### src/hdl/rau_pkg.sv
// rau_pkg: commands, controller states and the command/status structs
// shared by the rational arithmetic controller, datapath and top level
// no dependencies
`timescale 1ns / 1ps

package rau_pkg;

    localparam int CMD_W = 3;

    typedef enum logic [CMD_W-1:0] {
        CMD_ADD = 3'd0,
        CMD_SUB = 3'd1,
        CMD_MUL = 3'd2,
        CMD_DIV = 3'd3,
        CMD_EQ  = 3'd4
    } cmd_t;

    localparam int NUM_OUT_W = 33;
    localparam int DEN_OUT_W = 31;

    typedef enum logic [3:0] {
        ST_IDLE,
        ST_MUL_A,
        ST_MUL_B,
        ST_SUM,
        ST_CHECK,
        ST_GCD,
        ST_DIV_N,
        ST_DIV_D,
        ST_DONE
    } state_t;

    // controller to datapath
    typedef struct packed {
        logic load;      // capture operands
        logic mul_a;     // first pair of products
        logic mul_b;     // denominator product
        logic sum;       // form numerator and denominator magnitudes
        logic gcd_init;  // set up gcd registers
        logic gcd_step;  // one subtract-shift step of the gcd
        logic div_init;  // start a restoring division
        logic div_step;  // one quotient bit
        logic div_den;   // division runs on the denominator
        logic finish;    // register the result beat
    } dp_ctrl_t;

    // datapath to controller
    typedef struct packed {
        logic bad;       // zero denominator, zero divisor or unused command
        logic is_eq;     // equality test
        logic zero_num;  // numerator magnitude is zero
        logic gcd_done;
        logic div_done;
    } dp_stat_t;

endpackage

### src/hdl/rational_arith_unit.sv
// rational_arith_unit: top level of the rational arithmetic unit
// depends on rau_pkg, rau_ctrl, rau_datapath
`timescale 1ns / 1ps
//
// channel   ports                                   handshake
// command   command, a_num, a_den, b_num, b_den     start & !busy
// result    result_num, result_den, equal, status   done, one cycle
//
// the controller steps through ST_MUL_A, ST_MUL_B, ST_SUM and ST_CHECK; on
// error, equality or zero numerator it then goes straight to ST_DONE, otherwise
// it first runs the binary gcd and two bit-serial divisions (numerator, then
// denominator). busy stays high through the done cycle, so the next beat is
// taken in the cycle after the result at the earliest.
// reset clears the controller and the division counter; the result beat
// cannot be stalled.

module rational_arith_unit
    import rau_pkg::*;
#(
    parameter int OPERAND_WIDTH = 16
)
(
    input  logic                            clk,
    input  logic                            rst_n,
    input  logic                            start,
    output logic                            busy,
    output logic                            done,
    input  logic [CMD_W-1:0]                command,
    input  logic signed [OPERAND_WIDTH-1:0] a_num,
    input  logic signed [OPERAND_WIDTH-1:0] a_den,
    input  logic signed [OPERAND_WIDTH-1:0] b_num,
    input  logic signed [OPERAND_WIDTH-1:0] b_den,
    output logic signed [NUM_OUT_W-1:0]     result_num,
    output logic [DEN_OUT_W-1:0]            result_den,
    output logic                            equal,
    output logic                            status
);

    dp_ctrl_t ctrl;
    dp_stat_t stat;

    // controller
    rau_ctrl u_ctrl (
        .clk   (clk),
        .rst_n (rst_n),
        .start (start),
        .stat  (stat),
        .ctrl  (ctrl),
        .busy  (busy),
        .done  (done)
    );

    // datapath
    rau_datapath #(
        .OPERAND_WIDTH (OPERAND_WIDTH)
    ) u_dp (
        .clk        (clk),
        .rst_n      (rst_n),
        .ctrl       (ctrl),
        .command    (command),
        .a_num      (a_num),
        .a_den      (a_den),
        .b_num      (b_num),
        .b_den      (b_den),
        .stat       (stat),
        .result_num (result_num),
        .result_den (result_den),
        .equal      (equal),
        .status     (status)
    );

endmodule

### src/hdl/rau_ctrl.sv
// rau_ctrl: sequencing state machine for the rational arithmetic unit
// depends on rau_pkg
`timescale 1ns / 1ps

module rau_ctrl
    import rau_pkg::*;
(
    input  logic     clk,
    input  logic     rst_n,
    input  logic     start,
    input  dp_stat_t stat,
    output dp_ctrl_t ctrl,
    output logic     busy,
    output logic     done
);

    state_t state_reg;
    state_t state_next;

    // state register
    always_ff @(posedge clk or negedge rst_n)
    begin
        if (!rst_n)
        begin
            state_reg <= ST_IDLE;
        end
        else
        begin
            state_reg <= state_next;
        end
    end

    // next state and command outputs
    always_comb
    begin
        state_next = state_reg;
        ctrl       = '0;
        busy       = (state_reg != ST_IDLE);
        done       = 1'b0;
        case (state_reg)
            ST_IDLE:
            begin
                if (start)
                begin
                    ctrl.load  = 1'b1;
                    state_next = ST_MUL_A;
                end
            end
            ST_MUL_A:
            begin
                ctrl.mul_a = 1'b1;
                state_next = ST_MUL_B;
            end
            ST_MUL_B:
            begin
                ctrl.mul_b = 1'b1;
                state_next = ST_SUM;
            end
            ST_SUM:
            begin
                ctrl.sum   = 1'b1;
                state_next = ST_CHECK;
            end
            ST_CHECK:
            begin
                if (stat.bad || stat.is_eq || stat.zero_num)
                begin
                    ctrl.finish = 1'b1;
                    state_next  = ST_DONE;
                end
                else
                begin
                    ctrl.gcd_init = 1'b1;
                    state_next    = ST_GCD;
                end
            end
            ST_GCD:
            begin
                if (stat.gcd_done)
                begin
                    ctrl.div_init = 1'b1;
                    state_next    = ST_DIV_N;
                end
                else
                begin
                    ctrl.gcd_step = 1'b1;
                end
            end
            ST_DIV_N:
            begin
                if (stat.div_done)
                begin
                    ctrl.div_init = 1'b1;
                    ctrl.div_den  = 1'b1;
                    state_next    = ST_DIV_D;
                end
                else
                begin
                    ctrl.div_step = 1'b1;
                end
            end
            ST_DIV_D:
            begin
                ctrl.div_den = 1'b1;
                if (stat.div_done)
                begin
                    ctrl.finish = 1'b1;
                    state_next  = ST_DONE;
                end
                else
                begin
                    ctrl.div_step = 1'b1;
                end
            end
            ST_DONE:
            begin
                done       = 1'b1;
                state_next = ST_IDLE;
            end
            default:
            begin
                state_next = ST_IDLE;
            end
        endcase
    end

endmodule

### src/hdl/rau_datapath.sv
// rau_datapath: products, sign-magnitude sum, binary gcd and restoring
// division by the gcd; result registers
// depends on rau_pkg
`timescale 1ns / 1ps

module rau_datapath
    import rau_pkg::*;
#(
    parameter int OPERAND_WIDTH = 16
)
(
    input  logic                         clk,
    input  logic                         rst_n,
    input  dp_ctrl_t                     ctrl,
    input  logic [CMD_W-1:0]             command,
    input  logic signed [OPERAND_WIDTH-1:0] a_num,
    input  logic signed [OPERAND_WIDTH-1:0] a_den,
    input  logic signed [OPERAND_WIDTH-1:0] b_num,
    input  logic signed [OPERAND_WIDTH-1:0] b_den,
    output dp_stat_t                     stat,
    output logic signed [NUM_OUT_W-1:0]  result_num,
    output logic [DEN_OUT_W-1:0]         result_den,
    output logic                         equal,
    output logic                         status
);

    localparam int W  = OPERAND_WIDTH;
    localparam int PW = 2 * W;        // product width
    localparam int MW = 2 * W + 1;    // magnitude width, holds a sum of two
    localparam int CW = $clog2(MW + 1);
    localparam int SW = $clog2(MW + 1);

    logic [CMD_W-1:0]    cmd_reg;
    logic signed [W-1:0] an_reg, ad_reg, bn_reg, bd_reg;
    logic signed [PW-1:0] p1_reg, p2_reg, q_reg;
    logic                nneg_reg, dneg_reg;
    logic [MW-1:0]       nmag_reg, dmag_reg;
    logic [MW-1:0]       gx_reg, gy_reg;
    logic [SW-1:0]       gsh_reg;
    logic [MW-1:0]       g_reg;
    logic [MW-1:0]       quo_reg, rem_reg, dvd_reg;
    logic [CW-1:0]       cnt_reg;
    logic [MW-1:0]       nq_reg;
    logic                busy_div_reg;

    logic                bad, is_eq, div_zero;
    logic signed [PW-1:0] mul_x, mul_y;
    logic signed [PW-1:0] mul_p;
    logic [MW-1:0]       m1, m2;
    logic                s1, s2;
    logic [MW-1:0]       gx_next, gy_next;
    logic [SW-1:0]       gsh_next;
    logic [MW:0]         rem_sh;
    logic [MW-1:0]       rem_next;

    assign is_eq = (cmd_reg == CMD_EQ);
    assign bad   = (cmd_reg > CMD_EQ) || (ad_reg == '0) || (bd_reg == '0);
    assign div_zero = (cmd_reg == CMD_DIV) && (bn_reg == '0);

    assign stat.bad      = bad || div_zero;
    assign stat.is_eq    = is_eq;
    assign stat.zero_num = (nmag_reg == '0);
    assign stat.gcd_done = (gy_reg == '0);
    assign stat.div_done = (cnt_reg == '0) && !busy_div_reg;

    // shared multiplier, operand selection by step (p1 has its own multiply)
    always_comb
    begin
        mul_x = PW'(an_reg);
        mul_y = PW'(bd_reg);
        if (ctrl.mul_a)
        begin
            if (cmd_reg == CMD_MUL)
            begin
                mul_x = PW'(an_reg);
                mul_y = PW'(bn_reg);
            end
            else
            begin
                mul_x = PW'(bn_reg);
                mul_y = PW'(ad_reg);
            end
        end
        else if (ctrl.mul_b)
        begin
            mul_x = PW'(ad_reg);
            mul_y = (cmd_reg == CMD_DIV) ? PW'(bn_reg) : PW'(bd_reg);
        end
    end
    assign mul_p = mul_x * mul_y;

    // signed terms to magnitudes; sign of the second term flipped for a subtract
    always_comb
    begin
        s1 = p1_reg[PW-1];
        s2 = p2_reg[PW-1];
        m1 = s1 ? MW'(-{p1_reg[PW-1], p1_reg}) : MW'({1'b0, p1_reg});
        m2 = s2 ? MW'(-{p2_reg[PW-1], p2_reg}) : MW'({1'b0, p2_reg});
        if (cmd_reg == CMD_SUB)
        begin
            s2 = !s2;
        end
    end

    // one binary gcd step: strip common twos, halve an even value, else subtract
    always_comb
    begin
        gx_next  = gx_reg;
        gy_next  = gy_reg;
        gsh_next = gsh_reg;
        if (!gx_reg[0] && !gy_reg[0])
        begin
            gx_next  = gx_reg >> 1;
            gy_next  = gy_reg >> 1;
            gsh_next = gsh_reg + SW'(1);
        end
        else if (!gx_reg[0])
        begin
            gx_next = gx_reg >> 1;
        end
        else if (!gy_reg[0])
        begin
            gy_next = gy_reg >> 1;
        end
        else if (gx_reg >= gy_reg)
        begin
            gx_next = (gx_reg - gy_reg) >> 1;
        end
        else
        begin
            gy_next = (gy_reg - gx_reg) >> 1;
        end
        // keep x odd-side nonzero: once x is zero swap
        if (gx_next == '0)
        begin
            gx_next = gy_next;
            gy_next = '0;
        end
    end

    // restoring division step
    assign rem_sh   = {rem_reg, dvd_reg[MW-1]};
    assign rem_next = (rem_sh >= {1'b0, g_reg}) ? MW'(rem_sh - {1'b0, g_reg})
                                                : rem_sh[MW-1:0];

    always_ff @(posedge clk)
    begin
        if (ctrl.load)
        begin
            cmd_reg <= command;
            an_reg  <= a_num;
            ad_reg  <= a_den;
            bn_reg  <= b_num;
            bd_reg  <= b_den;
        end
        if (ctrl.mul_a)
        begin
            p2_reg <= mul_p;
            p1_reg <= PW'(an_reg) * PW'((cmd_reg == CMD_DIV) ? bd_reg : bd_reg);
        end
        if (ctrl.mul_b)
        begin
            q_reg <= mul_p;
        end
        if (ctrl.sum)
        begin
            dneg_reg <= q_reg[PW-1];
            dmag_reg <= q_reg[PW-1] ? MW'(-{q_reg[PW-1], q_reg})
                                    : MW'({1'b0, q_reg});
            if (cmd_reg == CMD_MUL)
            begin
                nneg_reg <= s2;
                nmag_reg <= m2;
            end
            else if (cmd_reg == CMD_DIV || is_eq)
            begin
                nneg_reg <= s1;
                nmag_reg <= m1;
            end
            else if (s1 == s2)
            begin
                nneg_reg <= s1;
                nmag_reg <= m1 + m2;
            end
            else if (m1 >= m2)
            begin
                nneg_reg <= s1;
                nmag_reg <= m1 - m2;
            end
            else
            begin
                nneg_reg <= s2;
                nmag_reg <= m2 - m1;
            end
        end
        if (ctrl.gcd_init)
        begin
            gx_reg  <= nmag_reg;
            gy_reg  <= dmag_reg;
            gsh_reg <= '0;
        end
        else if (ctrl.gcd_step)
        begin
            gx_reg  <= gx_next;
            gy_reg  <= gy_next;
            gsh_reg <= gsh_next;
        end
        if (ctrl.div_init)
        begin
            if (!ctrl.div_den)
            begin
                g_reg <= gx_reg << gsh_reg;
            end
            else
            begin
                nq_reg <= quo_reg;
            end
            dvd_reg <= ctrl.div_den ? dmag_reg : nmag_reg;
            rem_reg <= '0;
            quo_reg <= '0;
        end
        else if (ctrl.div_step)
        begin
            rem_reg <= rem_next;
            dvd_reg <= dvd_reg << 1;
            quo_reg <= {quo_reg[MW-2:0], (rem_sh >= {1'b0, g_reg})};
        end
    end

    // division bit counter
    always_ff @(posedge clk or negedge rst_n)
    begin
        if (!rst_n)
        begin
            cnt_reg      <= '0;
            busy_div_reg <= 1'b0;
        end
        else if (ctrl.div_init)
        begin
            cnt_reg      <= CW'(MW);
            busy_div_reg <= 1'b1;
        end
        else if (ctrl.div_step)
        begin
            cnt_reg      <= cnt_reg - CW'(1);
            busy_div_reg <= (cnt_reg != CW'(1));
        end
    end

    // result beat registers
    always_ff @(posedge clk)
    begin
        if (ctrl.finish)
        begin
            result_num <= '0;
            result_den <= '0;
            equal      <= 1'b0;
            status     <= 1'b0;
            if (cmd_reg > CMD_EQ)
            begin
                status <= 1'b0;
            end
            else if (bad || div_zero)
            begin
                status <= 1'b1;
            end
            else if (is_eq)
            begin
                equal <= (p1_reg == p2_reg);
            end
            else if (nmag_reg == '0)
            begin
                result_den <= DEN_OUT_W'(1);
            end
            else
            begin
                result_num <= (nneg_reg != dneg_reg)
                              ? NUM_OUT_W'(-{1'b0, nq_reg}) : NUM_OUT_W'(nq_reg);
                result_den <= DEN_OUT_W'(quo_reg);
            end
        end
    end

endmodule
### config.mk
export PLATFORM = sky130hd
export DESIGN_NAME = rational_arith_unit
export DESIGN_NICKNAME = d
export VERILOG_FILES = /design/src/hdl/rau_pkg.sv /design/src/hdl/rational_arith_unit.sv /design/src/hdl/rau_ctrl.sv /design/src/hdl/rau_datapath.sv
export SDC_FILE = /design/constraint.sdc
export NUM_CORES = 2
export LEC_CHECK = 0
export BUFFER_PORTS_ARGS = -buffer_cell sky130_fd_sc_hd__clkbuf_2
export CORE_MARGIN = 2
export CORE_UTILIZATION = 53
export DETAILED_ROUTE_END_ITERATION = 10
export HOLD_SLACK_MARGIN = 0.1
export PLACE_DENSITY = 0.78
export SYNTH_ARGS = -nofsm -noshare
export SYNTH_HDL_FRONTEND = slang
export SYNTH_SLANG_ARGS = --single-unit
### constraint.sdc
create_clock -name clk -period 11.05 [get_ports clk]
set_input_delay 2.21 -clock clk [delete_from_list [all_inputs] [get_ports clk]]
set_output_delay 2.21 -clock clk [all_outputs]
set_load 0.02 [all_outputs]
# [After elaboration in Yosys (flattened, before gate mapping)]
# Index checks and enable logic that the tools add are counted.
[word_totals] wordCells=168 ff_bits=545 out_inout_bits=68
[classes] shifts=1 n_lt_le_gt_ge=4 n_addsub=12 n_reduce_logical=31 bitwise_logic=2 eq_ne=20 n_mul=2 muxes=67
[op_table] cell="2-to-1 mux 33 bit" n=25
[op_table] cell="2-to-1 mux 32 bit" n=7
[op_table] cell="subtractor 33 bit" n=5
[op_table] cell="negator 33 bit" n=4
[op_table] cell="logical NOT 33 bit" n=3
[op_table] cell=">= comparator 33 bit" n=2
[op_table] cell="logical NOT 16 bit" n=3
[op_table] cell=">= comparator 34 x 33 -> 1 bit" n=1
[op_table] cell="adder 33 bit" n=1
[op_table] cell="<< shifter 33 x 6 -> 33 bit" n=1
[op_table] cell="== test 32 bit" n=1
[op_table] cell="multiplier 16 x 16 -> 32 bit" n=1
[op_table] cell="multiplier 32 x 32 -> 32 bit" n=1
[op_table] cell="one-hot mux 4 bit (8 select lines)" n=1
[op_table] cell="2-to-1 mux 31 bit" n=1
[op_table] cell="2-to-1 mux 1 bit" n=23
[op_table] cell="2-to-1 mux 4 bit" n=5
[op_table] cell="== test 4 x 3 -> 1 bit (second input constant)" n=4
[op_table] cell="2-to-1 mux 6 bit" n=2
[op_table] cell="== test 4 x 2 -> 1 bit (second input constant)" n=2
[op_table] cell="inequality test 2 bit (second input constant)" n=4
[op_table] cell="adder 6 x 1 -> 6 bit (second input constant)" n=1
[op_table] cell="== test 3 x 2 -> 1 bit (second input constant)" n=2
[op_table] cell="logical NOT 6 bit" n=1
[op_table] cell="22 further kinds" n=38

# [Logic depth before layout (Yosys ltp)]
[logic_depth] depth_word=9 ltp_mapped=40 mapped_depth_nobuf=36

# [Cells and area by module]
# From an unflattened synthesis, not the netlist that was laid out.
[hier_totals] hier_cells=6402 hier_area_um2=59310.6
[modules_own_cells] mod="rau_datapath" cells_per_inst=6352 seq_area_each_um2=15489.9 instances=1 area_each_um2=58925.3
[modules_own_cells] mod="rau_ctrl" cells_per_inst=50 seq_area_each_um2=100.1 instances=1 area_each_um2=385.4

# [Least setup slack after synthesis]
# No wires, ideal clock.
[synth_timing] path_type="flip-flop to flip-flop" start="register u_ctrl.state_reg[3]" end="register u_dp.p2_reg[31] (data pin)" arrival_time_ns=9.599 required_ns=10.786 stages_incl_launch_ff=36 period_less_slack_ns=9.864 setup_ns=0.264 n_path_buf=4 setup_slack_ns=1.186 path_cell_list="dfrtp_1 clkbuf_1 nor2_1 nand2_1 inv_1 nand2_1 clkbuf_1 clkbuf_1 o22a_1 o21ai_0 clkbuf_1 nor2_1 fa_1 inv_1 fa_1 fa_1 inv_1 fa_1 ha_1 ha_1 inv_1 fa_1 fa_1 inv_1 ha_1 o21a_1 o21a_1 a41o_1 o41a_1 o2111a_1 o2111ai_1 nand2_1 a211o_1 a31o_2 a21oi_1 xnor2_1"
[synth_between] elab_chain_len=5 elab_cells_between_ends=9 cone_classes="1 x mul; 2 x eq/ne; 6 x mux"
[synth_lines] item="start: declaration" line="rau_ctrl.sv:17" rtl="state_t state_reg;"
[synth_lines] item="start signal: assignment" line="rau_ctrl.sv:29" rtl="state_reg <= state_next;"
[synth_lines] item="== test 4 x 2 -> 1 bit" line="rau_ctrl.sv:40" rtl="case (state_reg)"
[synth_lines] item="2-to-1 mux 1 bit" line="rau_ctrl.sv:40"
[synth_lines] item="2-to-1 mux 32 bit" line="rau_datapath.sv:84" rtl="else if (ctrl.mul_b)"
[synth_lines] item="2-to-1 mux 32 bit" line="rau_datapath.sv:71" rtl="if (ctrl.mul_a)"
[synth_lines] item="multiplier 32 x 32 -> 32 bit (*)" line="rau_datapath.sv:90" rtl="assign mul_p = mul_x * mul_y;"
[synth_lines] item="via u_dp.mul_p[31]" line="rau_datapath.sv:48" rtl="logic signed [PW-1:0] mul_p;"
[synth_lines] item="end signal: assignment" line="rau_datapath.sv:158" rtl="p2_reg <= mul_p;"
[synth_lines] item="end: declaration" line="rau_datapath.sv:35" rtl="logic signed [PW-1:0] p1_reg, p2_reg, q_reg;"
# The timed path passes the listed nets; every way through them passes the cells marked *.
# A chain may end at the register's enable or synchronous reset.

# [Worst setup path after layout]
# Ends and elaborated chain as after synthesis.

==> results.py <==
metrics = {
    "route": {
        "drc_errors": 0,
        "wl_mm": 174,
        "first_pass_iters": 7,
        "final_antenna_net_count": 0,
        "via_per_inst": 5.98,
        "vias": 47600,
        "dr.first_iter.drc_count": 4856,
        "routedWlPerCell_um": 21.9,
    },
    "grt": {
        "grt_max_degree": 89,
        "overflow": 0,
        "grt.total_usage_pct": 30.4,
        "grt_pass1_wl_mm": 269,
        "grt_pass1_vias": 47200,
        "grt_antenna_before_repair": 1,
    },
    "yosys": {
        "async_flop_share_pct": 2.02,
        "synth-main-ff-cell": "edfxtp_1",
        "synth_seq_cells": 545,
        "yosysWarnings": 0,
        "synth_edf_count": 462,
        "yosys.cell_types.count": 93,
        "netlist_instances": 6451,
        "avgSynthCellArea_um2": 9.15,
        "ys_seq_area_share_pct": 26.4,
        "syn_area_mm2": 0.0591,
    },
    "sta": {
        "min_period_ps": 9600,
        "fin_setup_tns_ps": 0,
        "worst_pin_slew_ps": 1340,
        "finalCritPeriodShare_pct": 86.9,
        "rsz0062_at_grt": "no",
        "setup_viol": 0,
        "slew_headroom_pct": 10.6,
        "clock.fmax_mhz": 104,
        "drv_slew": 0,
        "skew_ps": 45.4,
        "finalHoldViolations": 0,
    },
    "final_layout": {
        "seq_area_mm2": 0.0156,
        "syn2layout_area_growth_pct": 6.71,
        "multiInputGateArea_mm2": 0.0389,
        "nets": 7513,
        "fill_cells": 9571,
        "antennaDiodeCount": 0,
        "layout-drive-gt1-share_pct": 6.51,
    },
    "critical_path": {
        "setup.worst_path.class": "register to register",
        "r2r-start": "u_ctrl.state_reg[3]",
        "cp_slowest_cell": "fa_1",
        "critPathLaunch": "u_ctrl.state_reg[3]",
        "crit_path_start_kind": "register",
        "crit_fanout": 18,
        "cp_common_cell": "fa_1",
        "cp.arrival_ps": 9990,
        "cp.required_ps": 11440,
        "crit_path_end_kind": "register",
        "worst-path-buf-inv": 2,
        "path_delay_family": "adder cells",
        "critical_path.max_stage_delay_ps": 870,
    },
    "clock_tree": {
        "cts-resized-gates": 0,
        "cts_sinks": 545,
        "cts_tree": "yes",
        "ctsHoldBuffers": 0,
        "cts_setup_buffers": 0,
        "cts_inserted_buffers": 56,
        "clkTransAtPathRegs_ps": 60,
        "root_buffer": "clkbuf_16",
        "cts_buffer_depth": 3,
        "htreeDepth": 2,
        "clock_latency_ps": 670,
    },
    "floorplanning": {
        "rows": 122,
        "io_pins": 138,
        "die_x_um": 338,
        "dieArea_mm2": 0.114,
        "die_h_um": 338,
        "start_util_pct": 53.4,
        "coreArea_mm2": 0.111,
    },
    "outcome": {
        "outcome": "completed",
    },
    "hold_path": {
        "worst_hold_path_type": "register to register",
        "hp-start": "u_dp.quo_reg[32]",
    },
    "run": {
        "max-cap-violations": 0,
    },
    "place": {
        "hpwlAfterDp_mm": 136,
        "gp_congestion": 0.995,
        "io_buffers": 137,
    },
}
## stage by stage
stage / hold WS (ps) / utilization (%) / area [um2] / setup WS [ps] / std cells
2_1_floorplan: 408 / - / 59100 / 1190 / 6452
3_3_place_gp: 417 / 55.3 / 61100 / 1700 / 7849
3_5_place_dp: 429 / 55.3 / 61100 / 1630 / 7849
4_1_cts: 453 / 57.0 / 63000 / 1560 / 7954
5_1_grt: 475 / 57.0 / 63000 / 892 / 7954
6_report: 450 / 57.0 / 63000 / 1450 / 7954
## synth_stat cells (53+ instances only)
master	number	area share [%]
xnor2_1	250	3.7
or3_1	53	0.56
dfxtp_1	72	2.4
nand2_1	611	3.9
o22ai_1	54	0.57
fa_1	604	20
nand3_1	93	0.79
inv_1	913	5.8
and2_1	141	1.5
nor2_1	580	3.7
nand2b_1	62	0.66
nor3_1	79	0.67
o21ai_0	315	2.7
a21oi_1	343	2.9
xor2_1	113	1.7
ha_1	420	8.9
nor4_1	55	0.58
a21o_1	88	1.1
edfxtp_1	462	23
clkbuf_1	249	1.6
## cells in the final DEF, fill, tap and decap left out, types with 62 or more instances in the layout
cell and n:
a21oi_1 342, clkbuf_2 137, nor3_1 76, nor2_1 575, a21o_1 88, o21ai_0 312
buf_4 84, inv_1 912, xnor2_1 249, nand2b_1 62, ha_1 420, nand3_1 92
edfxtp_1 462, fa_1 604, nand2_1 611, dfxtp_1 71, and2_1 141, xor2_1 112
## cell type report
type	instances	share of cell area, %
clock buffers	71	2.41
clock inverters	34	0.683
inverters	914	5.44
multi-input cells	4681	61.7
flip-flops and latches	545	24.7
well taps	1488	2.95
repair buffers	221	2.09
## path summary, 6_finish.rpt
kind                                        to  slack, ps  depth (start not counted)
min in group asynchronous      u_dp.cnt_reg[4]       1410                          1
max reg2reg                    u_dp.p2_reg[31]       1450                         28
min                            u_dp.nq_reg[32]        450                          0
min reg2reg                    u_dp.nq_reg[32]        450                          0
max                            u_dp.p2_reg[31]       1450                         28
max in group asynchronous  u_ctrl.state_reg[0]       9410                          1
## layer usage
| layer | track usage (%) | share of wire (%) |
|---|---|---|
| met2 | 48.4 | 46 |
| met5 | 0 | 0.0046 |
| met1 | 40.7 | 40 |
| met4 | 14.3 | 5.4 |
| met3 | 4.79 | 8.8 |
## kinds of logic (layout without fill, tap and decap cells)
kind of cell | after synthesis | in the layout | share of synthesized area (%)
xor gates and xnor gates | 363 | 363 | 5.38
buffers and inverters | 1226 | 1240 | 7.94
and+or+nand+nor | 1866 | 1866 | 14.5
adders and majority gates | 1024 | 1024 | 29.4
muxes | 73 | 73 | 1.58
DFF | 545 | 545 | 26.4
other | 2 | 3 | 0.0127
AOI/OAI and AO/OA | 1352 | 1352 | 14.8
Power is left out: the tool's default activity adds up to more than one toggle a clock period on the data nets, which glitch-free logic cannot reach.
